$ cat config.mk
export PLATFORM = sky130hd
export DESIGN_NAME = ppt_accum
export DESIGN_NICKNAME = d
export VERILOG_FILES = /design/src/rtl/core/ppt_pkg.sv /design/src/rtl/core/ppt_accum.sv
export SDC_FILE = /design/constraint.sdc
export NUM_CORES = 1
export LEC_CHECK = 0
export BUFFER_PORTS_ARGS = -buffer_cell sky130_fd_sc_hd__buf_4
export CORE_AREA = 2 2 39 41
export DETAILED_ROUTE_END_ITERATION = 12
export DIE_AREA = 0 0 41 43
export SLEW_MARGIN = 5
export SYNTH_ARGS = -nofsm -noshare
export SYNTH_HDL_FRONTEND = slang
export SYNTH_SLANG_ARGS = --single-unit
$ cat constraint.sdc
create_clock -name clk -period 1.6 [get_ports clk]
set_input_delay 0 -clock clk [delete_from_list [all_inputs] [get_ports clk]]
set_output_delay 0 -clock clk [all_outputs]
set_load 0.05 [all_outputs]
$ cat src/rtl/core/ppt_pkg.sv
// Shared types and constants for the point-in-polygon test unit.
// No dependencies; imported by every module of the block.
package ppt_pkg;

    // Default coordinate width
    localparam int COORD_WIDTH_DEF = 16;

    // Configuration register indexes
    localparam int CFG_INDEX_WIDTH = 1;
    localparam logic [CFG_INDEX_WIDTH-1:0] REG_QUERY_X = 1'b0;
    localparam logic [CFG_INDEX_WIDTH-1:0] REG_QUERY_Y = 1'b1;

    // Result codes
    localparam int LOC_WIDTH = 2;
    localparam logic [LOC_WIDTH-1:0] LOC_INSIDE   = 2'd0;
    localparam logic [LOC_WIDTH-1:0] LOC_BOUNDARY = 2'd1;
    localparam logic [LOC_WIDTH-1:0] LOC_OUTSIDE  = 2'd2;

    // Result word width, padded to whole bytes
    localparam int OUT_TDATA_WIDTH = 8;

    // Which edges a stage carries and whether it closes the polygon
    typedef struct packed {
        logic last;         // closing vertex: emit a result
        logic edge_a_valid; // previous vertex -> this vertex
        logic edge_b_valid; // this vertex -> first vertex
    } stage_ctrl_t;

    // Per-edge outcome
    typedef struct packed {
        logic boundary; // query lies on this edge
        logic toggle;   // ray crosses this edge to the right
    } edge_flags_t;

endpackage

$ cat src/rtl/core/ppt_accum.sv
// Stage 2 control, parity and boundary accumulation, and the result register.
// Depends on ppt_pkg.
module ppt_accum (
    input  logic                                   clk,
    input  logic                                   rst_n,
    // from the input stage
    input  logic                                   s1_valid,
    output logic                                   s1_ready,
    input  ppt_pkg::stage_ctrl_t                   s1_ctrl,
    // product stage load and its edge outcomes
    output logic                                   s2_load,
    input  ppt_pkg::edge_flags_t                   flags_a,
    input  ppt_pkg::edge_flags_t                   flags_b,
    // result
    output logic                                   out_valid,
    input  logic                                   out_ready,
    output logic [ppt_pkg::LOC_WIDTH-1:0]          location
);
    import ppt_pkg::*;

    logic             s2_valid_reg;
    stage_ctrl_t      s2_ctrl_reg;
    logic             s2_take;
    logic             parity_reg, boundary_reg;
    logic             parity_next, boundary_next;
    logic             out_valid_reg;
    logic [LOC_WIDTH-1:0] location_reg;

    // A non-closing word never waits on the result register
    assign s2_take  = s2_valid_reg && (!s2_ctrl_reg.last || !out_valid_reg || out_ready);
    assign s1_ready = !s2_valid_reg || s2_take;
    assign s2_load  = s1_valid && s1_ready;

    // Stage 2 control
    always_ff @(posedge clk or negedge rst_n)
    begin
        if (!rst_n)
        begin
            s2_valid_reg <= 1'b0;
            s2_ctrl_reg  <= '0;
        end
        else if (s1_ready)
        begin
            s2_valid_reg <= s1_valid;
            s2_ctrl_reg  <= s1_ctrl;
        end
    end

    // Fold in both edges of this word
    always_comb
    begin
        boundary_next = boundary_reg
                        || (s2_ctrl_reg.edge_a_valid && flags_a.boundary)
                        || (s2_ctrl_reg.edge_b_valid && flags_b.boundary);
        parity_next   = parity_reg
                        ^ (s2_ctrl_reg.edge_a_valid && flags_a.toggle)
                        ^ (s2_ctrl_reg.edge_b_valid && flags_b.toggle);
    end

    // Accumulators, cleared once a polygon closes
    always_ff @(posedge clk or negedge rst_n)
    begin
        if (!rst_n)
        begin
            parity_reg   <= 1'b0;
            boundary_reg <= 1'b0;
        end
        else if (s2_take)
        begin
            parity_reg   <= s2_ctrl_reg.last ? 1'b0 : parity_next;
            boundary_reg <= s2_ctrl_reg.last ? 1'b0 : boundary_next;
        end
    end

    // Result register
    always_ff @(posedge clk or negedge rst_n)
    begin
        if (!rst_n)
            out_valid_reg <= 1'b0;
        else if (s2_take && s2_ctrl_reg.last)
            out_valid_reg <= 1'b1;
        else if (out_ready)
            out_valid_reg <= 1'b0;
    end

    always_ff @(posedge clk)
    begin
        if (s2_take && s2_ctrl_reg.last)
        begin
            if (boundary_next)
                location_reg <= LOC_BOUNDARY;
            else if (parity_next)
                location_reg <= LOC_INSIDE;
            else
                location_reg <= LOC_OUTSIDE;
        end
    end

    assign out_valid = out_valid_reg;
    assign location  = location_reg;

endmodule

# [Word level (Yosys, flattened, before mapping)]
# Cells that the tools add are included.
[totals] ff_bits=9 elab_cells=31 in_bits=11 output_inout_bits=5
[classes] mux=5 n_reduce_logical=16 bitwise_logic=2
[ops] cell="logical AND 1 bit" n=7
[ops] cell="logical OR 1 bit" n=5
[ops] cell="2-to-1 mux 1 bit" n=4
[ops] cell="zero test 1 bit" n=3
[ops] cell="2-to-1 mux 2 bit" n=1
[ops] cell="nonzero test 2 bit" n=1
[ops] cell="bitwise XOR 1 bit" n=2

# [Logic depth before layout (Yosys ltp)]
[depth] depth_word=6 depth_mapped=3 ltp_nobuf=3

# [Least setup slack after synthesis]
# No wires, ideal clock.
[synth_path] kind="register -> register" from="register out_valid_reg (netlist: out_valid)" to="register s2_ctrl_reg[0] in the netlist's numbering" required_time_ns=1.472 path_stages_with_launch=4 path_slack_ns=-0.118 setup_time_ns=0.128 n_path_buf=0 synth_period_minus_slack_ns=1.718 arrival_ns=1.591 cell_sequence="dfrtp_1 > nor2b_4 > nand3_2 > mux2_1"
[synth_via] elab_chain_len=5
[synth_lines] element="start, declared" line="ppt_accum.sv:26" source="logic out_valid_reg;"
[synth_lines] element="start signal, assigned" line="ppt_accum.sv:79" source="out_valid_reg <= 1'b0;"
[synth_lines] element="start signal, assigned" line="ppt_accum.sv:81" source="out_valid_reg <= 1'b1;"
[synth_lines] element="start signal, assigned" line="ppt_accum.sv:83" source="out_valid_reg <= 1'b0;"
[synth_lines] element="zero test 1 bit" line="ppt_accum.sv:30" source="assign s2_take = s2_valid_reg && (!s2_ctrl_reg.last || !out_valid_reg || out_ready);"
[synth_lines] element="logical OR 1 bit (2 in a row)" line="ppt_accum.sv:30"
[synth_lines] element="logical AND 1 bit" line="ppt_accum.sv:30"
[synth_lines] element="logical OR 1 bit" line="ppt_accum.sv:31" source="assign s1_ready = !s2_valid_reg || s2_take;"
[synth_lines] element="via s1_ready" line="ppt_accum.sv:8" source="output logic s1_ready,"
[synth_lines] element="end signal, assigned" line="ppt_accum.sv:45" source="s2_ctrl_reg <= s1_ctrl;"
[synth_lines] element="end, declared" line="ppt_accum.sv:22" source="stage_ctrl_t s2_ctrl_reg;"
# The timed path passes the listed nets, and every way through them passes these cells.
# A chain may end at the register's enable or synchronous reset.

# [Final worst setup path]
[layout_path] from="register out_valid_reg (netlist: out_valid)" to="output port s2_load"
[layout_via] elab_chain_len=6
[layout_lines] element="zero test 1 bit" line="ppt_accum.sv:30"
[layout_lines] element="logical OR 1 bit (2 in a row)" line="ppt_accum.sv:30"
[layout_lines] element="logical AND 1 bit" line="ppt_accum.sv:30"
[layout_lines] element="logical OR 1 bit" line="ppt_accum.sv:31"
[layout_lines] element="logical AND 1 bit" line="ppt_accum.sv:32" source="assign s2_load = s1_valid && s1_ready;"
[layout_lines] element="end, declared" line="ppt_accum.sv:11" source="output logic s2_load,"
# Every way passes these cells.

==> qor.txt <==
Status -> finished clean
Pwr Density -> 998 nW/um2
Final cell count without fillers -> 69
Tmin final -> 1330 ps
Max reg flops -> 3
GRT overflow -> 0
Worst hold path type -> in2reg
Synthesized Nets -> 40
Later-pin clock latency in the skew report -> 260 ps
Fraction of layout cells with a size suffix above 1 -> 41.5%
Yosys warnings -> 0
Final core occ -> 43.9%
Die W -> 41 um
Total area of sequential cells -> 236 um2
TritonRoute pass-1 iters -> 4
Crit-path max FO -> 6
Worst rel slew slack -> 87.5%
Max_cap viols -> 0
Wire per inst -> 10.5 um
Crit end category -> output pin
WP data required -> 1600 ps
GR Util All Layers -> 11.3%
Hold_ws -> 28.3 ps
H-tree Lvls -> 1
Clock Skew -> 0.385 ps
Die area -> 1760 um2
Least-Margin Pin Slew -> 186 ps
Worst slack, placed -> 425 ps
Met3 WL -> 37 um
Worst VDD drop -> 0.470 mV
Crit Path Category -> reg2out
GP Congestion -> 0.692
Register area share after synthesis -> 59.3%
Clk slew on worst S/H paths -> 60 ps
Final Hold Viols -> 0
Max Clk Rate -> 0.750 GHz
CTS tree -> built
Final wirelength -> 726 um
Area of the multi-input gates -> 158 um2
Met1 wire length -> 289 um
Cell Area, Synth -> 397 um2
Syn-to-layout area delta -> 53.0%
Std-Cell Rows -> 14
Worst setup SP type -> flop
First-pass GRT wire length -> 1290 um
Die height -> 43 um
Max Slew Vio Count -> 0
Clock sink total -> 9
CTS root buf -> clkbuf_4
Via/cell ratio -> 4.74
Register bit total from synthesis -> 9
CP Data Arrival Time -> 1330 ps
Fillers -> 141
Placed Cells incl. Taps -> 60
Design Area, Final -> 607 um2
Post-Syn Instances -> 29
ANT nets after route -> 0
Vias in the first global route -> 345
I/O pin cnt -> 16
Setup slack after layout -> 267 ps
Vias -> 327
Diode count -> 0
Setup-failing EPs final -> 0
CTS Buf Count -> 3
Unique masters post-synth -> 16
Clock Path Buffers -> 2
DR DRC count -> 0
Final net count -> 65
Starting density of the core -> 28.7%
Fin crit share -> 83.3%
Unrepaired setup endpoints after global routing -> false
Initial antenna violation count -> 0
Post-CTS setup buffers -> 0
Core box area -> 1380 um2
Number of DRC markers in iteration 0 -> 5
Top Layer Used -> met4
Port-buffer cells -> 15
Leak Pwr -> 0.289 nW
Total power -> 606 uW
Largest net degree at the start of global routing -> 8
Fin Setup TNS -> 0 ps
Synthesized area per cell -> 13.7 um2
Cell Area, Placed -> 531 um2
WL met2 -> 390 um
[cells in the final DEF (no fill, tap or decap)]
| cell type | instances |
|---|---|
| nor2_1 | 1 |
| inv_1 | 1 |
| nand2b_1 | 3 |
| nand3_2 | 1 |
| nor2b_1 | 1 |
| mux2_1 | 2 |
| xnor3_1 | 1 |
| a32o_1 | 1 |
| clkbuf_1 | 1 |
| dlygate4sd3_1 | 5 |
| dfrtp_1 | 6 |
| nand2_1 | 4 |
| o2bb2ai_1 | 1 |
| a21bo_2 | 1 |
| and2_1 | 1 |
| buf_4 | 15 |
| dfrtp_2 | 1 |
| edfxtp_1 | 2 |
| nor2b_4 | 1 |
| a221o_1 | 1 |
| clkbuf_4 | 3 |
[critical path, stage by stage, from the launching register on]
cell and delay [ps]:
dfrtp_2 350, nor2b_4 170, nand3_2 160, and2_1 200
buf_4 180
[kinds of logic (layout without fill, tap and decap cells)]
group / after synthesis / after routing / share of synthesized area, %
simple gates: 12 / 12 / 18.6
flops: 9 / 9 / 59.3
compound gates: 4 / 4 / 9.78
mux: 2 / 2 / 5.68
xor+xnor: 1 / 1 / 5.68
buf+inv: 1 / 25 / 0.945
[synth_stat cells, drive strengths merged]
cell type / count / area share (%)
a221o: 1 / 2.5
a32o: 1 / 2.5
dfrtp: 7 / 44
o2bb2ai: 1 / 2.2
nor2b: 2 / 5.0
nor2: 1 / 0.95
nand2b: 3 / 4.7
and2: 1 / 1.6
mux2: 2 / 5.7
nand2: 4 / 3.8
inv: 1 / 0.95
nand3: 1 / 2.5
edfxtp: 2 / 15
a21bo: 1 / 2.5
xnor3: 1 / 5.7
[metal layers]
metal,up-vias,GRT usage [%]
met5,-,0
met1,162,13.1
met2,11,15.9
met4,0,8.00
li1,152,-
met3,2,4.71
[final timing paths]
| path | startpoint | end | slack [ps] | cells after the start |
|---|---|---|---|---|
| hold / removal | out_ready | out_valid$_DFFE_PN0P_ | 30 | 3 |
| setup / recovery | out_valid$_DFFE_PN0P_ | s2_load | 270 | 4 |
| hold reg to reg | parity_reg$_DFFE_PN0P_ | parity_reg$_DFFE_PN0P_ | 510 | 1 |
| max in group asynchronous | rst_n | out_valid$_DFFE_PN0P_ | 1390 | 2 |
| min in group asynchronous | rst_n | boundary_reg$_DFFE_PN0P_ | 80 | 2 |
| setup reg to reg | s2_ctrl_reg[1]$_DFFE_PN0P_ | location[1]$_SDFFCE_PP0P_ | 420 | 3 |
[where the power goes]
part           internal, mW  total, mW  switching (mW)
logic                0.0784      0.150          0.0719
registers             0.262      0.277          0.0147
clock network        0.0963      0.178          0.0819
[timing repair]
action | CTS | global route
hold buffers | 5 | 0
gates resized for setup | 0 | 0
endpoints found under the hold margin | 11 | 0
[cell type report]
| type | instances | area share, % |
|---|---|---|
| multi-input combinational | 19 | 26.0 |
| sequential | 9 | 39.0 |
| clock buffer | 4 | 4.33 |
| tap | 16 | 3.30 |
| inverter | 1 | 0.619 |
| timing repair buffer | 20 | 26.8 |
Note: power is estimated with default switching activity, not from simulation.
