**src/rtl/core/ppt_pkg.sv**
```systemverilog
// Shared types and constants for the point-in-polygon test unit.
// No dependencies; imported by every module of the block.
package ppt_pkg;

    // Default coordinate width
    localparam int COORD_WIDTH_DEF = 16;

    // Configuration register indexes
    localparam int CFG_INDEX_WIDTH = 1;
    localparam logic [CFG_INDEX_WIDTH-1:0] REG_QUERY_X = 1'b0;
    localparam logic [CFG_INDEX_WIDTH-1:0] REG_QUERY_Y = 1'b1;

    // Result codes
    localparam int LOC_WIDTH = 2;
    localparam logic [LOC_WIDTH-1:0] LOC_INSIDE   = 2'd0;
    localparam logic [LOC_WIDTH-1:0] LOC_BOUNDARY = 2'd1;
    localparam logic [LOC_WIDTH-1:0] LOC_OUTSIDE  = 2'd2;

    // Result word width, padded to whole bytes
    localparam int OUT_TDATA_WIDTH = 8;

    // Which edges a stage carries and whether it closes the polygon
    typedef struct packed {
        logic last;         // closing vertex: emit a result
        logic edge_a_valid; // previous vertex -> this vertex
        logic edge_b_valid; // this vertex -> first vertex
    } stage_ctrl_t;

    // Per-edge outcome
    typedef struct packed {
        logic boundary; // query lies on this edge
        logic toggle;   // ray crosses this edge to the right
    } edge_flags_t;

endpackage

```
**src/rtl/core/ppt_edge_product.sv**
```systemverilog
// One edge: registered cross and dot products, then boundary and crossing flags.
// Depends on ppt_pkg.
module ppt_edge_product #(
    parameter int COORD_WIDTH = ppt_pkg::COORD_WIDTH_DEF
) (
    input  logic                          clk,
    input  logic                          load,
    input  logic signed [COORD_WIDTH-1:0] a_x,
    input  logic signed [COORD_WIDTH-1:0] a_y,
    input  logic signed [COORD_WIDTH-1:0] b_x,
    input  logic signed [COORD_WIDTH-1:0] b_y,
    input  logic signed [COORD_WIDTH-1:0] query_x,
    input  logic signed [COORD_WIDTH-1:0] query_y,
    output ppt_pkg::edge_flags_t          flags
);
    import ppt_pkg::*;

    localparam int DW = COORD_WIDTH + 1;   // difference width
    localparam int PW = 2 * DW;            // product width
    localparam int SW = PW + 1;            // sum width

    logic signed [DW-1:0] ex, ey, pxa, pya, pxb, pyb;
    logic signed [PW-1:0] lhs_next, rhs_next, dx_next, dy_next;
    logic signed [PW-1:0] lhs_reg, rhs_reg, dx_reg, dy_reg;
    logic                 straddle_next, straddle_reg;
    logic                 ey_pos_next, ey_pos_reg;
    logic signed [SW-1:0] crs, dot;
    logic                 on_edge, right;

    // Edge and query offsets, one bit wider than the coordinates
    always_comb
    begin
        ex  = {b_x[COORD_WIDTH-1], b_x} - {a_x[COORD_WIDTH-1], a_x};
        ey  = {b_y[COORD_WIDTH-1], b_y} - {a_y[COORD_WIDTH-1], a_y};
        pxa = {query_x[COORD_WIDTH-1], query_x} - {a_x[COORD_WIDTH-1], a_x};
        pya = {query_y[COORD_WIDTH-1], query_y} - {a_y[COORD_WIDTH-1], a_y};
        pxb = {query_x[COORD_WIDTH-1], query_x} - {b_x[COORD_WIDTH-1], b_x};
        pyb = {query_y[COORD_WIDTH-1], query_y} - {b_y[COORD_WIDTH-1], b_y};
        lhs_next = PW'(ex) * PW'(pya);
        rhs_next = PW'(ey) * PW'(pxa);
        dx_next  = PW'(pxa) * PW'(pxb);
        dy_next  = PW'(pya) * PW'(pyb);
        straddle_next = (a_y > query_y) != (b_y > query_y);
        ey_pos_next   = !ey[DW-1] && (ey != '0);
    end

    // Product register
    always_ff @(posedge clk)
    begin
        if (load)
        begin
            lhs_reg      <= lhs_next;
            rhs_reg      <= rhs_next;
            dx_reg       <= dx_next;
            dy_reg       <= dy_next;
            straddle_reg <= straddle_next;
            ey_pos_reg   <= ey_pos_next;
        end
    end

    // Classify: on the boundary, or crossing to the right of the query
    always_comb
    begin
        crs = {lhs_reg[PW-1], lhs_reg} - {rhs_reg[PW-1], rhs_reg};
        dot = {dx_reg[PW-1], dx_reg} + {dy_reg[PW-1], dy_reg};
        on_edge = (crs == '0) && (dot[SW-1] || dot == '0);
        right   = ey_pos_reg ? (!crs[SW-1] && crs != '0) : crs[SW-1];
        flags.boundary = on_edge;
        flags.toggle   = !on_edge && straddle_reg && right;
    end

endmodule

```
**config.mk**
```make
export PLATFORM = sky130hd
export DESIGN_NAME = ppt_edge_product
export DESIGN_NICKNAME = d
export VERILOG_FILES = /design/src/rtl/core/ppt_pkg.sv /design/src/rtl/core/ppt_edge_product.sv
export SDC_FILE = /design/constraint.sdc
export NUM_CORES = 2
export LEC_CHECK = 0
export BUFFER_PORTS_ARGS = -buffer_cell sky130_fd_sc_hd__buf_2
export CAP_MARGIN = 10
export CORE_MARGIN = 10
export CORE_UTILIZATION = 57
export DETAILED_ROUTE_END_ITERATION = 10
export PLACE_DENSITY = 0.74
export RECOVER_POWER = 50
export SLEW_MARGIN = 20
export SYNTH_ARGS = -nofsm -noshare
export SYNTH_HDL_FRONTEND = slang
export SYNTH_SLANG_ARGS = --single-unit
```
**constraint.sdc**
```tcl
create_clock -name clk -period 11.6 [get_ports clk]
set_input_delay 1.16 -clock clk [delete_from_list [all_inputs] [get_ports clk]]
set_output_delay 1.16 -clock clk [all_outputs]
set_load 0.02 [all_outputs]
```
# [After elaboration in Yosys (flattened, before gate mapping)]
# Cells that the tools add are included.
[word_totals] regBits=138 in_bits=98 out_inout_bits=2 elab_cells=35
[classes] n_addsub=8 multipliers=4 order_cmp=2 n_eq_ne=1 n_mux=1 reduce_logical=13
[op_table] operator="multiplier 17 x 17 -> 34 bit" count=4
[op_table] operator="subtractor 16 x 16 -> 17 bit" count=6
[op_table] operator="zero test 35 bit" count=2
[op_table] operator="adder 34 x 34 -> 35 bit" count=1
[op_table] operator="nonzero test 35 bit" count=1
[op_table] operator="subtractor 34 x 34 -> 35 bit" count=1
[op_table] operator="> comparator 16 bit" count=2
[op_table] operator="nonzero test 17 bit" count=1
[op_table] operator="logical AND 1 bit" count=5
[op_table] operator="zero test 1 bit" count=3
[op_table] operator="logical OR 1 bit" count=1
[op_table] operator="two-way mux 1 bit" count=1
[op_table] operator="!= test 1 bit" count=1

# [Longest topological paths before layout]
[depth] ltp_word=7 depth_mapped=41 ltp_nobuf=40

# [Least setup slack after synthesis]
# OpenSTA, ideal clock, no wires.
[synth_path] kind="in2reg" start="in b_x[0]" end="reg lhs_reg[33], data pin" setup_time_ps=260 arrival_ps=9629 required_ps=11340 path_slack_ps=1711 path_stages=40 path_buffers=0 cell_sequence="inv_1 ha_1 inv_1 fa_1 a21o_1 a21oi_1 o21ai_0 a21oi_1 nor2b_1 o21a_1 o31a_1 o41ai_1 o21bai_1 a21oi_1 xnor2_1 nand2_1 fa_1 inv_1 [4 not listed] fa_1 fa_1 inv_1 fa_1 inv_1 ha_1 a21o_1 a21o_1 a21oi_1 nor2_1 o21a_1 a41o_1 o21a_1 a41o_1 nor3_1 o21bai_1 a21oi_1 xnor2_1"
[synth_via] elab_chain_cells=2
[synth_rtl] element="from (decl)" line="ppt_edge_product.sv:10" text="input logic signed [COORD_WIDTH-1:0] b_x,"
[synth_rtl] element="subtractor 16 x 16 -> 17 bit" line="ppt_edge_product.sv:33" text="ex = {b_x[COORD_WIDTH-1], b_x} - {a_x[COORD_WIDTH-1], a_x};"
[synth_rtl] element="multiplier 17 x 17 -> 34 bit" line="ppt_edge_product.sv:39" text="lhs_next = PW'(ex) * PW'(pya);"
[synth_rtl] element="via lhs_next[33]" line="ppt_edge_product.sv:23" text="logic signed [PW-1:0] lhs_next, rhs_next, dx_next, dy_next;"
[synth_rtl] element="to (signal assigned)" line="ppt_edge_product.sv:52" text="lhs_reg <= lhs_next;"
[synth_rtl] element="to (decl)" line="ppt_edge_product.sv:24" text="logic signed [PW-1:0] lhs_reg, rhs_reg, dx_reg, dy_reg;"
# The timed path passes the listed nets, and every way through them passes these cells.
# A chain may end at the register's enable or synchronous reset.

# [Worst setup path in the final report]
[layout_path] start="in a_x[1]" end="reg lhs_reg[33], data pin"
[layout_via] elab_chain_cells=2
[layout_rtl] element="from (decl)" line="ppt_edge_product.sv:8" text="input logic signed [COORD_WIDTH-1:0] a_x,"
[layout_rtl] element="subtractor 16 x 16 -> 17 bit" line="ppt_edge_product.sv:33"
[layout_rtl] element="multiplier 17 x 17 -> 34 bit" line="ppt_edge_product.sv:39"
[layout_rtl] element="via lhs_next[33]" line="ppt_edge_product.sv:23"
# The timed path passes the listed nets, and every way through them passes these cells.

==> metrics.yaml <==
async_flop_share_pct: 0
cts-buffers-inserted: 17
ys_seq_area_share_pct: 7.56
die_h_um: 330
status: "finished, violations left"
core-area_mm2: 0.0953
drt_wl_total_mm: 160
grt.total_usage_pct: 30.4
end_kind: "flop"
post_cts_resized: 0
min_period_over_period_pct: 92.0
dr.pass1.iters: 6
nNetsFinal: 8032
start_util_pct: 57.5
first_iter_violations: 3787
crit_fanout: 11
yosysWarnings: 0
slew_headroom_pct: -171
die_area_mm2: 0.109
path_clk_slew_ns: 0.07
clock_path_buffers: 2
crit_arrival_ns: 10.92
grt_pass1_vias: 44800
syn_inst: 6163
synth_area_per_cell_um2: 8.90
yosys_register_bits: 138
seqCellArea_mm2: 0.00414
cts_root_buf: "clkbuf_16"
required_ns: 11.84
wire_per_inst_um: 21.3
multi_input_area_mm2: 0.0449
ant_nets: 0
drive_gt1_share_pct: 5.50
cts_sinks: 138
cts_tree: "built"
drv_slew: 211
setup_violations: 0
critical_path.max_stage_delay_ns: 0.55
htree_levels: 4
overflow: 0
area_delta_synth_final_pct: 5.81
fp-row-count: 113
synth_edf_count: 138
cp_slowest_cell: "fa_1"
setup_tns_ns: 0
grt_antenna_before_repair: 6
dpl.hpwl_mm: 137
worst_pin_slew_ns: 4.06
fill_cells: 8237
gp_congestion: 0.987
violations: "max-capacitance violations, max-slew violations"
path_class: "in2reg"
max_freq_mhz: 93.7
hp-class: "in2reg"
die_w_um: 330
hold_buffers: 0
rsz0062_at_grt: "no"
grt_pass1_wl_mm: 254
synth.distinct_cells: 81
drcViolationCount: 0
final_hold_viol_count: 0
fin_crit_ns: 10.68
synth_flop_cell: "edfxtp_1"
portBuffers: 99
synth_area_mm2: 0.0548
grt_max_degree: 71
syn_nets: 7956
cap_viol_max_count: 4
post_cts_buffers: 0
ioPinCount: 100
vias: 42700
viasPerCell: 5.68
startpoint_type: "input port"
==> cells in the mapped netlist, drive strengths merged, types with 10 or more instances <==
library cell | count | area, um^2
nor3 | 61 | 305
or2 | 35 | 219
o21a | 34 | 255
nand2b | 74 | 463
nor2b | 69 | 432
a31oi | 14 | 93.8
or4 | 10 | 75.1
nor2 | 655 | 2460
nand3 | 51 | 255
o211ai | 18 | 135
and3 | 14 | 87.6
fa | 1191 | 23800
a21o | 58 | 435
a21boi | 27 | 203
mux2i | 13 | 130
or3 | 21 | 131
inv | 1405 | 5270
and2 | 41 | 257
o2111ai | 19 | 166
xor2 | 84 | 736
nand2 | 732 | 2750
nand3b | 13 | 97.6
a211oi | 11 | 82.6
a21oi | 171 | 856
nand4 | 21 | 131
o21bai | 24 | 180
ha | 504 | 6310
nor4 | 13 | 87.6
o21ai | 138 | 694
clkbuf | 173 | 649
edfxtp | 138 | 4140
xnor2 | 194 | 1700
==> area by class of cell <==
type | instances | share of cell area, %
Antenna cell | 2 | 0.00863
Clock buffer | 17 | 0.733
Clock inverter | 15 | 0.259
Inverter | 1405 | 9.09
Multi-Input combinational cell | 4442 | 77.4
Sequential cell | 138 | 7.14
Tap cell | 1265 | 2.73
Timing Repair Buffer | 235 | 2.59
==> worst max-delay path, delay by kind of cell <==
kind                     cells  cell delay, ns
AO/OA/AOI/OAI               17            4.24
XOR/XNOR                     2            0.54
adder cells (fa/ha/maj)      8            3.72
buffers and inverters        8            0.72
AND/OR/NAND/NOR              3            0.53
==> cell families (layout without fill, tap and decap cells) <==
group                      count (synthesis)  in the layout  synth area share, %
and+or+nand+nor                         1838           1838                 14.6
adders and majority gates               1695           1695                 55.0
buffers and inverters                   1583           1672                 10.8
AOI/OAI and AO/OA                        614            614                 7.27
xor gates and xnor gates                 278            278                 4.44
DFF                                      138            138                 7.56
muxes                                     17             17                0.319
other                                      0              2                    0
==> cell usage in the layout, fill, tap and decap left out, types with 69 or more instances in the layout <==
master	Yosys	layout
a21oi_1	171	170
buf_2	3	98
buf_4	1	133
edfxtp_1	138	138
fa_1	1191	1191
ha_1	504	504
inv_1	1403	1403
nand2_1	731	731
nand2b_1	74	74
nor2_1	655	653
nor2b_1	69	69
o21ai_0	125	125
xnor2_1	194	182
xor2_1	84	73
==> stage by stage <==
stage	setup slack, ns	hold WS (ns)	utilization [%]	instances	area, um^2
2_1_floorplan	1.71	1.27	-	6163	54800
3_3_place_gp	0.937	1.68	60.3	7485	57400
3_5_place_dp	0.763	1.68	60.3	7485	57400
4_1_cts	1.23	1.15	60.9	7517	58000
5_1_grt	0.453	1.40	60.9	7517	58000
6_report	0.923	1.40	60.9	7519	58000
==> final timing paths <==
path	from	end	slack, ns	cells after the start
worst max-delay path	a_x[1]	lhs_reg[33]	0.92	38
worst min-delay path	b_x[0]	dx_reg[0]	1.40	4
==> routing by layer <==
layer / track usage (%) / wire length, um / vias to the layer above
met5: 0 / 39 / -
met4: 14.8 / 9290 / 6
met3: 7.96 / 17900 / 388
met2: 46.1 / 69700 / 2103
met1: 40.3 / 63200 / 21200
li1: - / - / 19000
Power is left out: the tool's default activity adds up to more than one toggle a clock period on the data nets, which glitch-free logic cannot reach.
