## src/rtl/core/ppt_pkg.sv

```systemverilog
// Shared types and constants for the point-in-polygon test unit.
// No dependencies; imported by every module of the block.
package ppt_pkg;

    // Default coordinate width
    localparam int COORD_WIDTH_DEF = 16;

    // Configuration register indexes
    localparam int CFG_INDEX_WIDTH = 1;
    localparam logic [CFG_INDEX_WIDTH-1:0] REG_QUERY_X = 1'b0;
    localparam logic [CFG_INDEX_WIDTH-1:0] REG_QUERY_Y = 1'b1;

    // Result codes
    localparam int LOC_WIDTH = 2;
    localparam logic [LOC_WIDTH-1:0] LOC_INSIDE   = 2'd0;
    localparam logic [LOC_WIDTH-1:0] LOC_BOUNDARY = 2'd1;
    localparam logic [LOC_WIDTH-1:0] LOC_OUTSIDE  = 2'd2;

    // Result word width, padded to whole bytes
    localparam int OUT_TDATA_WIDTH = 8;

    // Which edges a stage carries and whether it closes the polygon
    typedef struct packed {
        logic last;         // closing vertex: emit a result
        logic edge_a_valid; // previous vertex -> this vertex
        logic edge_b_valid; // this vertex -> first vertex
    } stage_ctrl_t;

    // Per-edge outcome
    typedef struct packed {
        logic boundary; // query lies on this edge
        logic toggle;   // ray crosses this edge to the right
    } edge_flags_t;

endpackage

```

## src/rtl/core/ppt_edge_former.sv

```systemverilog
// Input stage: tracks first and previous vertex; forms new and closing edges.
// Depends on ppt_pkg.
module ppt_edge_former #(
    parameter int COORD_WIDTH = ppt_pkg::COORD_WIDTH_DEF
) (
    input  logic                          clk,
    input  logic                          rst_n,
    // incoming vertex word
    input  logic                          in_valid,
    output logic                          in_ready,
    input  logic signed [COORD_WIDTH-1:0] vertex_x,
    input  logic signed [COORD_WIDTH-1:0] vertex_y,
    input  logic                          last_vertex,
    // stage 1 output
    output logic                          s1_valid,
    input  logic                          s1_ready,
    output ppt_pkg::stage_ctrl_t          s1_ctrl,
    output logic signed [COORD_WIDTH-1:0] prev_x,
    output logic signed [COORD_WIDTH-1:0] prev_y,
    output logic signed [COORD_WIDTH-1:0] cur_x,
    output logic signed [COORD_WIDTH-1:0] cur_y,
    output logic signed [COORD_WIDTH-1:0] close_x,
    output logic signed [COORD_WIDTH-1:0] close_y
);
    import ppt_pkg::*;

    logic                          s1_valid_reg;
    stage_ctrl_t                   s1_ctrl_reg;
    logic signed [COORD_WIDTH-1:0] s1_prev_x_reg, s1_prev_y_reg;
    logic signed [COORD_WIDTH-1:0] s1_cur_x_reg, s1_cur_y_reg;
    logic signed [COORD_WIDTH-1:0] s1_close_x_reg, s1_close_y_reg;

    logic signed [COORD_WIDTH-1:0] first_x_reg, first_y_reg;
    logic signed [COORD_WIDTH-1:0] prev_x_reg, prev_y_reg;
    logic                          mid_reg;
    logic                          accept;

    assign in_ready = !s1_valid_reg || s1_ready;
    assign accept   = in_valid && in_ready;

    // Polygon tracking state
    always_ff @(posedge clk or negedge rst_n)
    begin
        if (!rst_n)
        begin
            first_x_reg <= '0;
            first_y_reg <= '0;
            prev_x_reg  <= '0;
            prev_y_reg  <= '0;
            mid_reg     <= 1'b0;
        end
        else if (accept)
        begin
            if (!mid_reg)
            begin
                first_x_reg <= vertex_x;
                first_y_reg <= vertex_y;
            end
            prev_x_reg <= vertex_x;
            prev_y_reg <= vertex_y;
            mid_reg    <= !last_vertex;
        end
    end

    // Stage 1 valid
    always_ff @(posedge clk or negedge rst_n)
    begin
        if (!rst_n)
            s1_valid_reg <= 1'b0;
        else if (accept)
            s1_valid_reg <= 1'b1;
        else if (s1_ready)
            s1_valid_reg <= 1'b0;
    end

    // Stage 1 payload; a lone first-and-last vertex closes onto itself
    always_ff @(posedge clk)
    begin
        if (accept)
        begin
            s1_ctrl_reg.last         <= last_vertex;
            s1_ctrl_reg.edge_a_valid <= mid_reg;
            s1_ctrl_reg.edge_b_valid <= last_vertex;
            s1_prev_x_reg  <= prev_x_reg;
            s1_prev_y_reg  <= prev_y_reg;
            s1_cur_x_reg   <= vertex_x;
            s1_cur_y_reg   <= vertex_y;
            s1_close_x_reg <= mid_reg ? first_x_reg : vertex_x;
            s1_close_y_reg <= mid_reg ? first_y_reg : vertex_y;
        end
    end

    assign s1_valid = s1_valid_reg;
    assign s1_ctrl  = s1_ctrl_reg;
    assign prev_x   = s1_prev_x_reg;
    assign prev_y   = s1_prev_y_reg;
    assign cur_x    = s1_cur_x_reg;
    assign cur_y    = s1_cur_y_reg;
    assign close_x  = s1_close_x_reg;
    assign close_y  = s1_close_y_reg;

endmodule

```

## config.mk

```make
export PLATFORM = sky130hd
export DESIGN_NAME = ppt_edge_former
export DESIGN_NICKNAME = d
export VERILOG_FILES = /design/src/rtl/core/ppt_pkg.sv /design/src/rtl/core/ppt_edge_former.sv
export SDC_FILE = /design/constraint.sdc
export NUM_CORES = 1
export LEC_CHECK = 0
export BUFFER_PORTS_ARGS = -buffer_cell sky130_fd_sc_hd__buf_2
export CAP_MARGIN = 40
export CORE_ASPECT_RATIO = 1.1
export CORE_MARGIN = 2
export CORE_UTILIZATION = 40
export CTS_CLUSTER_DIAMETER = 50
export DETAILED_ROUTE_END_ITERATION = 10
export GPL_TIMING_DRIVEN = 0
export SLEW_MARGIN = 20
export SYNTH_ARGS = -nofsm -noshare
export SYNTH_HDL_FRONTEND = slang
export SYNTH_SLANG_ARGS = --single-unit
```

## constraint.sdc

```tcl
create_clock -name clk -period 3 [get_ports clk]
set_clock_uncertainty 0.1 [all_clocks]
set_input_delay 0.45 -clock clk [delete_from_list [all_inputs] [get_ports clk]]
set_output_delay 0.45 -clock clk [all_outputs]
set_load 0.02 [all_outputs]
```

Yosys cells after proc, flatten, opt, wreduce, memory -nomap -nowiden

Index checks and enable logic that the tools add are counted.

Word-level logic and storage cells: 23
Output and inout bits: 101
Register bits: 164
Latch bits: 0
Input bits: 37
RAM bits: 0
Memories: 0
Bits in read-only memories: 0

Bitwise logic cells: 0
Order comparisons: 0
Shift operators: 0
Equality and inequality tests: 0
Div/mod/pow operators: 0
Reductions and logical operators: 5
Add/sub/neg operators: 0
Multiplexer cells: 4
$mul: 0

Operators with widths:

| operator          | number |
|---|---|
| $mux 16           | 2 |
| $logic_not 1->1   | 2 |
| $mux 1            | 2 |
| $reduce_bool 2->1 | 1 |
| $logic_and 1x1->1 | 1 |
| $logic_or 1x1->1  | 1 |

Depth between registers and ports, before layout

Gate-level depths: netlist (run 1).

Depth in word-level cells: 4
Gate-level depth with buffers: 4

Worst setup path after synthesis (run 1)

Ideal clock, no wire load.

Path kind: register -> register
Start: register s1_valid_reg (netlist: s1_valid)
End: register prev_x_reg[13]
Path buffers: 0
Data arrival time: 3.147 ns
Path slack: -0.379 ns
Required time: 2.769 ns
Setup time: 0.131 ns
Cell stages (with the launch flop): 5
Cells stage by stage: dfrtp_1 -> nand2b_4 -> nand2_2 -> inv_1 -> mux2_2

Word-level cells in the longest chain between the ends: 3

RTL lines:

| element                  | line                  | source |
|---|---|---|
| start: declaration       | ppt_edge_former.sv:27 | `logic s1_valid_reg;` |
| start signal: assignment | ppt_edge_former.sv:69 | `s1_valid_reg <= 1'b0;` |
| start signal: assignment | ppt_edge_former.sv:71 | `s1_valid_reg <= 1'b1;` |
| start signal: assignment | ppt_edge_former.sv:73 | `s1_valid_reg <= 1'b0;` |
| $logic_not 1->1          | ppt_edge_former.sv:38 | `assign in_ready = !s1_valid_reg \|\| s1_ready;` |
| $logic_or 1x1->1         | ppt_edge_former.sv:38 |  |
| via in_ready             | ppt_edge_former.sv:10 | `output logic in_ready,` |
| $logic_and 1x1->1        | ppt_edge_former.sv:39 | `assign accept = in_valid && in_ready;` |
| via accept               | ppt_edge_former.sv:36 | `logic accept;` |
| end signal: assignment   | ppt_edge_former.sv:59 | `prev_x_reg <= vertex_x;` |
| end: declaration         | ppt_edge_former.sv:34 | `logic signed [COORD_WIDTH-1:0] prev_x_reg, prev_y_reg;` |

The timed path passes the listed nets, and every way through them passes these cells.
A chain may end at the register's enable or synchronous reset.

Worst setup path after layout (run 1)

Start: register s1_valid_reg (netlist: s1_valid)
End: register s1_cur_x_reg[0] (netlist: cur_x[0]) (enable)

Word-level cells in the longest chain between the ends: 3

RTL lines:

| element                | line                  | source |
|---|---|---|
| $logic_not 1->1        | ppt_edge_former.sv:38 |  |
| $logic_or 1x1->1       | ppt_edge_former.sv:38 |  |
| $logic_and 1x1->1      | ppt_edge_former.sv:39 |  |
| via accept             | ppt_edge_former.sv:36 |  |
| end signal: assignment | ppt_edge_former.sv:86 | `s1_cur_x_reg <= vertex_x;` |
| end: declaration       | ppt_edge_former.sv:30 | `logic signed [COORD_WIDTH-1:0] s1_cur_x_reg, s1_cur_y_reg;` |

The timed path passes the listed nets, and every way through them passes these cells.

==> results.ini, run 1 <==
[status]
status=complete, no violations

[setup_path]
slowest_delay_ns=0.39
worstSetupPathType=reg2reg
critPathCaptureType=flop
path_cells=nand2b_4 > nand2_2 > clkinvlp_4 > buf_12 > buf_12
crit_buf_inv=3
cp_slowest_cell=dfrtp_1
cpLargestDelayFamily=buffers and inverters
cp-start-kind=flop
critPathMaxFanout=31
crit_required_ns=3.06
arrival_ns=1.89
crit_top_cell=buf_12

[global_routing]
grt_max_degree=48
grtUsageTotal=0.145
antenna_found_initial=1
grt_pass1_vias=3200
grt-ovfl-total=0
grt_pass1_wl_um=17400

[timing]
slew_violations=0
fmax_ghz=0.546
worst_pin_slew_ns=0.358
whs_ns=0.138
rsz0062_at_grt=no
hold_violations=0
fin_crit_sh=0.610
post-route-min-period_ns=1.83
slew_headroom=0.761
tns_ns=0
finalSetupViolations=0

[yosys]
synth_top_area_cell=edfxtp_1
synth_cell_types=13
synth_seq_area_share=0.775
synthTopCellsByArea=edfxtp_1, dfrtp_1, mux2_2
netlist_area_um2=5930
synthCells=278
syn-mean-instance-area_um2=21.3
yosysWarnings=0
synth_top_area_frac=0.496
synthesis.nets=315
ys_seq_elements=164

[drt]
firstDrtPassIters=3
via_per_inst=4.58
finalWirelength_um=10700
drc=0
drt_iter0_drc=177
ant_nets=0
post_drt_wl_per_cell_um=16.7
via_count=2950

[cts]
htreeDepth=4
clkSlewWorstSetupHoldPaths_ns=0.06
numClockSinks=164
clk_latency_ns=0.41
cts_tree=done
numCtsBuffers=17
root_buffer=clkbuf_16
cts_buffer_depth=2
ctsResizeCount=0

[power]
combPwrFrac=0.148
leakagePower_nw=3.19
p_seq_frac=0.502
p_sw_frac=0.233
peakVddDrop_v=0.000338
clockPowerShare=0.350
p_switching_mw=1.34
intPower_mw=4.42
p_per_area_nw_per_um2=767

[floorplanning]
die_height_um=132
start_util=0.411
die_x_um=120
die_area_um2=15800
core_um2=14400
rows=46
ioPinCount=138

[finish]
fin_util=0.520
fin_cells=644
nFillCells=1223
layout.nets=476
drive_above_1_share=0.617
syn2layout_area_growth_pct=26.6
n_antenna_cell=0

[placement]
dp_hpwl_um=7140
place.gp.congestion=0.708
numPortBuffers=137
dpl.cell_count=611

[job]
cap_violations=0

[hold_path]
holdCritPathClass=in2reg

power groups by stage:
| stage | combinational (mW) | clock, mW | sequential, mW |
|---|---|---|---|
| 3_5_place_dp | 0.864 | 0 | 2.93 |
| 4_1_cts | 0.872 | 2.07 | 2.89 |
| 5_1_grt | 0.917 | 2.16 | 2.93 |
| 2_1_floorplan | 0.444 | 0 | 3.06 |
| 6_report | 0.852 | 2.02 | 2.89 |
| 3_3_place_gp | 0.832 | 0 | 2.92 |
synthesized netlist by cell type:
| library cell | n |
|---|---|
| edfxtp_1 | 98 |
| nand3b_4 | 1 |
| nand2b_1 | 1 |
| buf_4 | 4 |
| inv_1 | 1 |
| a21oi_1 | 2 |
| mux2_2 | 66 |
| nand2b_4 | 1 |
| buf_6 | 3 |
| buf_2 | 4 |
| nand2_2 | 1 |
| mux2_4 | 30 |
| dfrtp_1 | 66 |
cells in the final DEF, fill, tap and decap left out:
cell           count
nand3b_4           1
buf_12             3
clkinv_4           1
dlygate4sd3_1      1
buf_4              5
clkbuf_16         17
nand2b_4           1
buf_2            140
clkbuf_1           3
clkinvlp_4         2
buf_16             1
clkinv_2           6
nand2b_1           1
buf_6              3
bufinv_16          2
a21oi_1            2
mux2_2            66
edfxtp_1          98
dfrtp_1           66
clkinv_1           2
nand2_2            1
mux2_4            30
metrics by stage:
step                      cell area [µm²]  total power, mW  setup WS [ns]
after detailed placement             6950             3.80          0.878
after floorplan                      5940             3.51          0.144
after CTS                            7510             5.84           1.13
after global routing                 7510             6.01           1.04
after global placement               6860             3.76         -0.629
final                                7510             5.76           1.17
layer usage:
layer	part of all wire	global-route usage	up-vias	routed length, µm
li1	-	-	1374	-
met1	0.42	0.175	1482	4490
met2	0.51	0.239	78	5480
met3	0.055	0.0473	16	586
met4	0.018	0.0627	0	194
met5	0	0	-	0
cell families (layout without fill, tap and decap cells):
group / Yosys count / after routing / synth area share
flops: 164 / 164 / 0.775
compound gates: 2 / 2 / 0.00169
simple gates: 4 / 4 / 0.00781
mux: 96 / 96 / 0.201
buf+inv: 12 / 186 / 0.0148
final cells by class:
type	count	area [µm²]	area share
Buffer	11	83.8	0.0112
Timing Repair Buffer	142	786	0.105
Multi-Input combinational cell	102	1250	0.166
Inverter	1	7.51	0.000999
Clock inverter	12	114	0.0152
Sequential cell	164	4590	0.612
Clock buffer	20	437	0.0581
Tap cell	192	240	0.0320
worst paths after layout:
kind	start	endpoint	slack, ns	depth (start not counted)
setup reg to reg	s1_valid$_DFFE_PN0P_	cur_x[0]$_DFFE_PP_	1.17	5
hold / removal	last_vertex	mid_reg$_DFFE_PN0P_	0.14	2
max in group asynchronous	rst_n	prev_y_reg[14]$_DFFE_PN0P_	1.89	3
hold reg to reg	prev_y_reg[5]$_DFFE_PN0P_	prev_y[5]$_DFFE_PP_	0.34	0
setup / recovery	s1_valid$_DFFE_PN0P_	cur_x[0]$_DFFE_PP_	1.17	5
min in group asynchronous	rst_n	prev_x_reg[13]$_DFFE_PN0P_	0.37	2
timing repair:
action	4_1_cts	5_1_grt
hold buffers	1	0
setup buffers	0	0
endpoints found under the hold margin	19	0
Power figures use the tool's default switching activity.
==> inputs of run 2 (changes only) <==
==> constraint.sdc (replaced) <==
create_clock -name clk -period 1.5 [get_ports clk]
set_clock_uncertainty 0.1 [all_clocks]
set_input_delay 0.225 -clock clk [delete_from_list [all_inputs] [get_ports clk]]
set_output_delay 0.225 -clock clk [all_outputs]
set_load 0.02 [all_outputs]
==> run 2 against run 1 <==
Effect of this change: the flow now finishes with violations (setup timing); first-iteration DRC count up 10%; design area up 8.2%; largest cell class unchanged; critical endpoint is now prev_x[1]$_DFFE_PP_; utilization up 4.3 points; critical path depth unchanged.
==> results.ini, run 2 (synthesized netlist as in run 1, its figures left out) <==
[timing]
worst_slack_ns=-0.00783
post-route-min-period_ns=1.51
fmax_ghz=0.663
hold_violations=0
finalSetupViolations=24
slew_violations=0
rsz0062_at_grt=yes
slew_headroom=0.775
worst_pin_slew_ns=0.337
fin_crit_sh=1.01

[floorplanning]
die_x_um=120
rows=46
die_height_um=132
core_um2=14400
start_util=0.411
ioPinCount=138
die_area_um2=15800

[global_routing]
grt_pass1_wl_um=17700
antenna_found_initial=0
grt_max_degree=46
grt_pass1_vias=3252
grt-ovfl-total=0
grtUsageTotal=0.149

[finish]
seqCellArea_um2=4600
layout_common_cells=buf_2, edfxtp_1, mux2_2
syn2layout_area_growth_pct=37.1
layout.nets=519
n_antenna_cell=0
nFillCells=1181
final_common_cell=buf_2
multi_input_area_um2=1250
drive_above_1_share=0.590

[setup_path]
critPathMaxFanout=9
crit_top_cell=clkbuf_16
arrival_ns=1.54
path_cells=nand2b_4 > nand2_4 > clkinvlp_4 > clkbuf_16 > clkbuf_16
crit_required_ns=1.53
cp-start-kind=flop
slowest_delay_ns=0.42
worstSetupPathType=reg2reg
critPathCaptureType=flop
cp_slowest_cell=dfrtp_2

[drt]
ant_nets=0
via_count=3104
via_per_inst=4.52
routed.top_layer=met4
drc=0
firstDrtPassIters=4
met3_length_um=542
finalWirelength_um=11300
drt-met1-wl_um=5020
post_drt_wl_per_cell_um=16.4
drt_iter0_drc=195
met2_wirelength_um=5590

[power]
leakagePower_nw=3.46
p_per_area_nw_per_um2=1470
power_mw=12.0
peakVddDrop_v=0.000786

[status]
status=finished with violations
failed_checks=setup timing

[placement]
dp_hpwl_um=6860
numPortBuffers=137
pre_cts_ws_ns=-0.442
place.gp.congestion=0.692

[cts]
root_buffer=clkbuf_16
numCtsBuffers=17
clk_latency_ns=0.41
htreeDepth=4
cts_buffer_depth=2
cts_tree=done
numClockSinks=164
clkSlewWorstSetupHoldPaths_ns=0.06

[job]
cap_violations=0

[hold_path]
holdCritPathClass=in2reg

==> run 2: repair_timing <==
action                     in CTS  in global routing
pin swaps                       0                  0
hold buffers                   34                  0
cloned                          3                  2
setup endpoints to repair     158                135
resized for setup               7                  7
hold endpoints to repair      161                  0
buffers inserted                5                  1
==> run 2: final timing paths <==
| check | start | endpoint | slack (ns) | cells after the start |
|---|---|---|---|---|
| setup / recovery | s1_valid$_DFFE_PN0P_ | prev_x[1]$_DFFE_PP_ | -0.008 | 5 |
| setup reg to reg | s1_valid$_DFFE_PN0P_ | prev_x[1]$_DFFE_PP_ | -0.008 | 5 |
| max in group asynchronous | rst_n | prev_x_reg[9]$_DFFE_PN0P_ | 0.59 | 3 |
| hold reg to reg | prev_x_reg[9]$_DFFE_PN0P_ | prev_x[9]$_DFFE_PP_ | 0.34 | 0 |
| min in group asynchronous | rst_n | prev_x_reg[13]$_DFFE_PN0P_ | 0.16 | 2 |
| hold / removal | in_valid | s1_valid$_DFFE_PN0P_ | 0.03 | 2 |
==> run 2: stage by stage <==
stage                     TNS (ns)  cell area, µm²  utilization  instances  hold WS, ns
after global routing         -3.72            8130        0.563        687       0.0335
final                      -0.0883            8130        0.563        687       0.0250
after floorplan            -110.47            5940            -        278       -0.171
after CTS                   -0.940            8060        0.558        685      0.00293
after global placement     -200.92            6870        0.475        607        0.315
after detailed placement    -30.20            6970        0.482        611       0.0538
==> run 2: worst max-delay path: cells and delay by family (launching register included) <==
| family | cells | cell delay, ns |
|---|---|---|
| buffers and inverters | 3 | 0.52 |
| DFF | 1 | 0.42 |
| and+or+nand+nor | 2 | 0.18 |
==> run 2: report_power, final <==
group          switching [mW]  internal, mW  total (mW)
sequential              0.243          5.53        5.78
clock                    1.69          2.61        4.30
combinational           0.860          1.03        1.89
==> run 2: area by class of cell <==
class | instances | share of cell area
Inverter | 1 | 0.000923
Multi-Input combinational cell | 102 | 0.154
Buffer | 10 | 0.0125
Clock inverter | 14 | 0.0195
Sequential cell | 164 | 0.565
Clock buffer | 18 | 0.0528
Timing Repair Buffer | 186 | 0.165
Tap cell | 192 | 0.0295
==> run 2: metal layers <==
metal,GRT usage,vias to the layer above
li1,-,1475
met1,0.187,1539
met2,0.244,84
met3,0.0482,6
met4,0.0490,0
met5,0,-
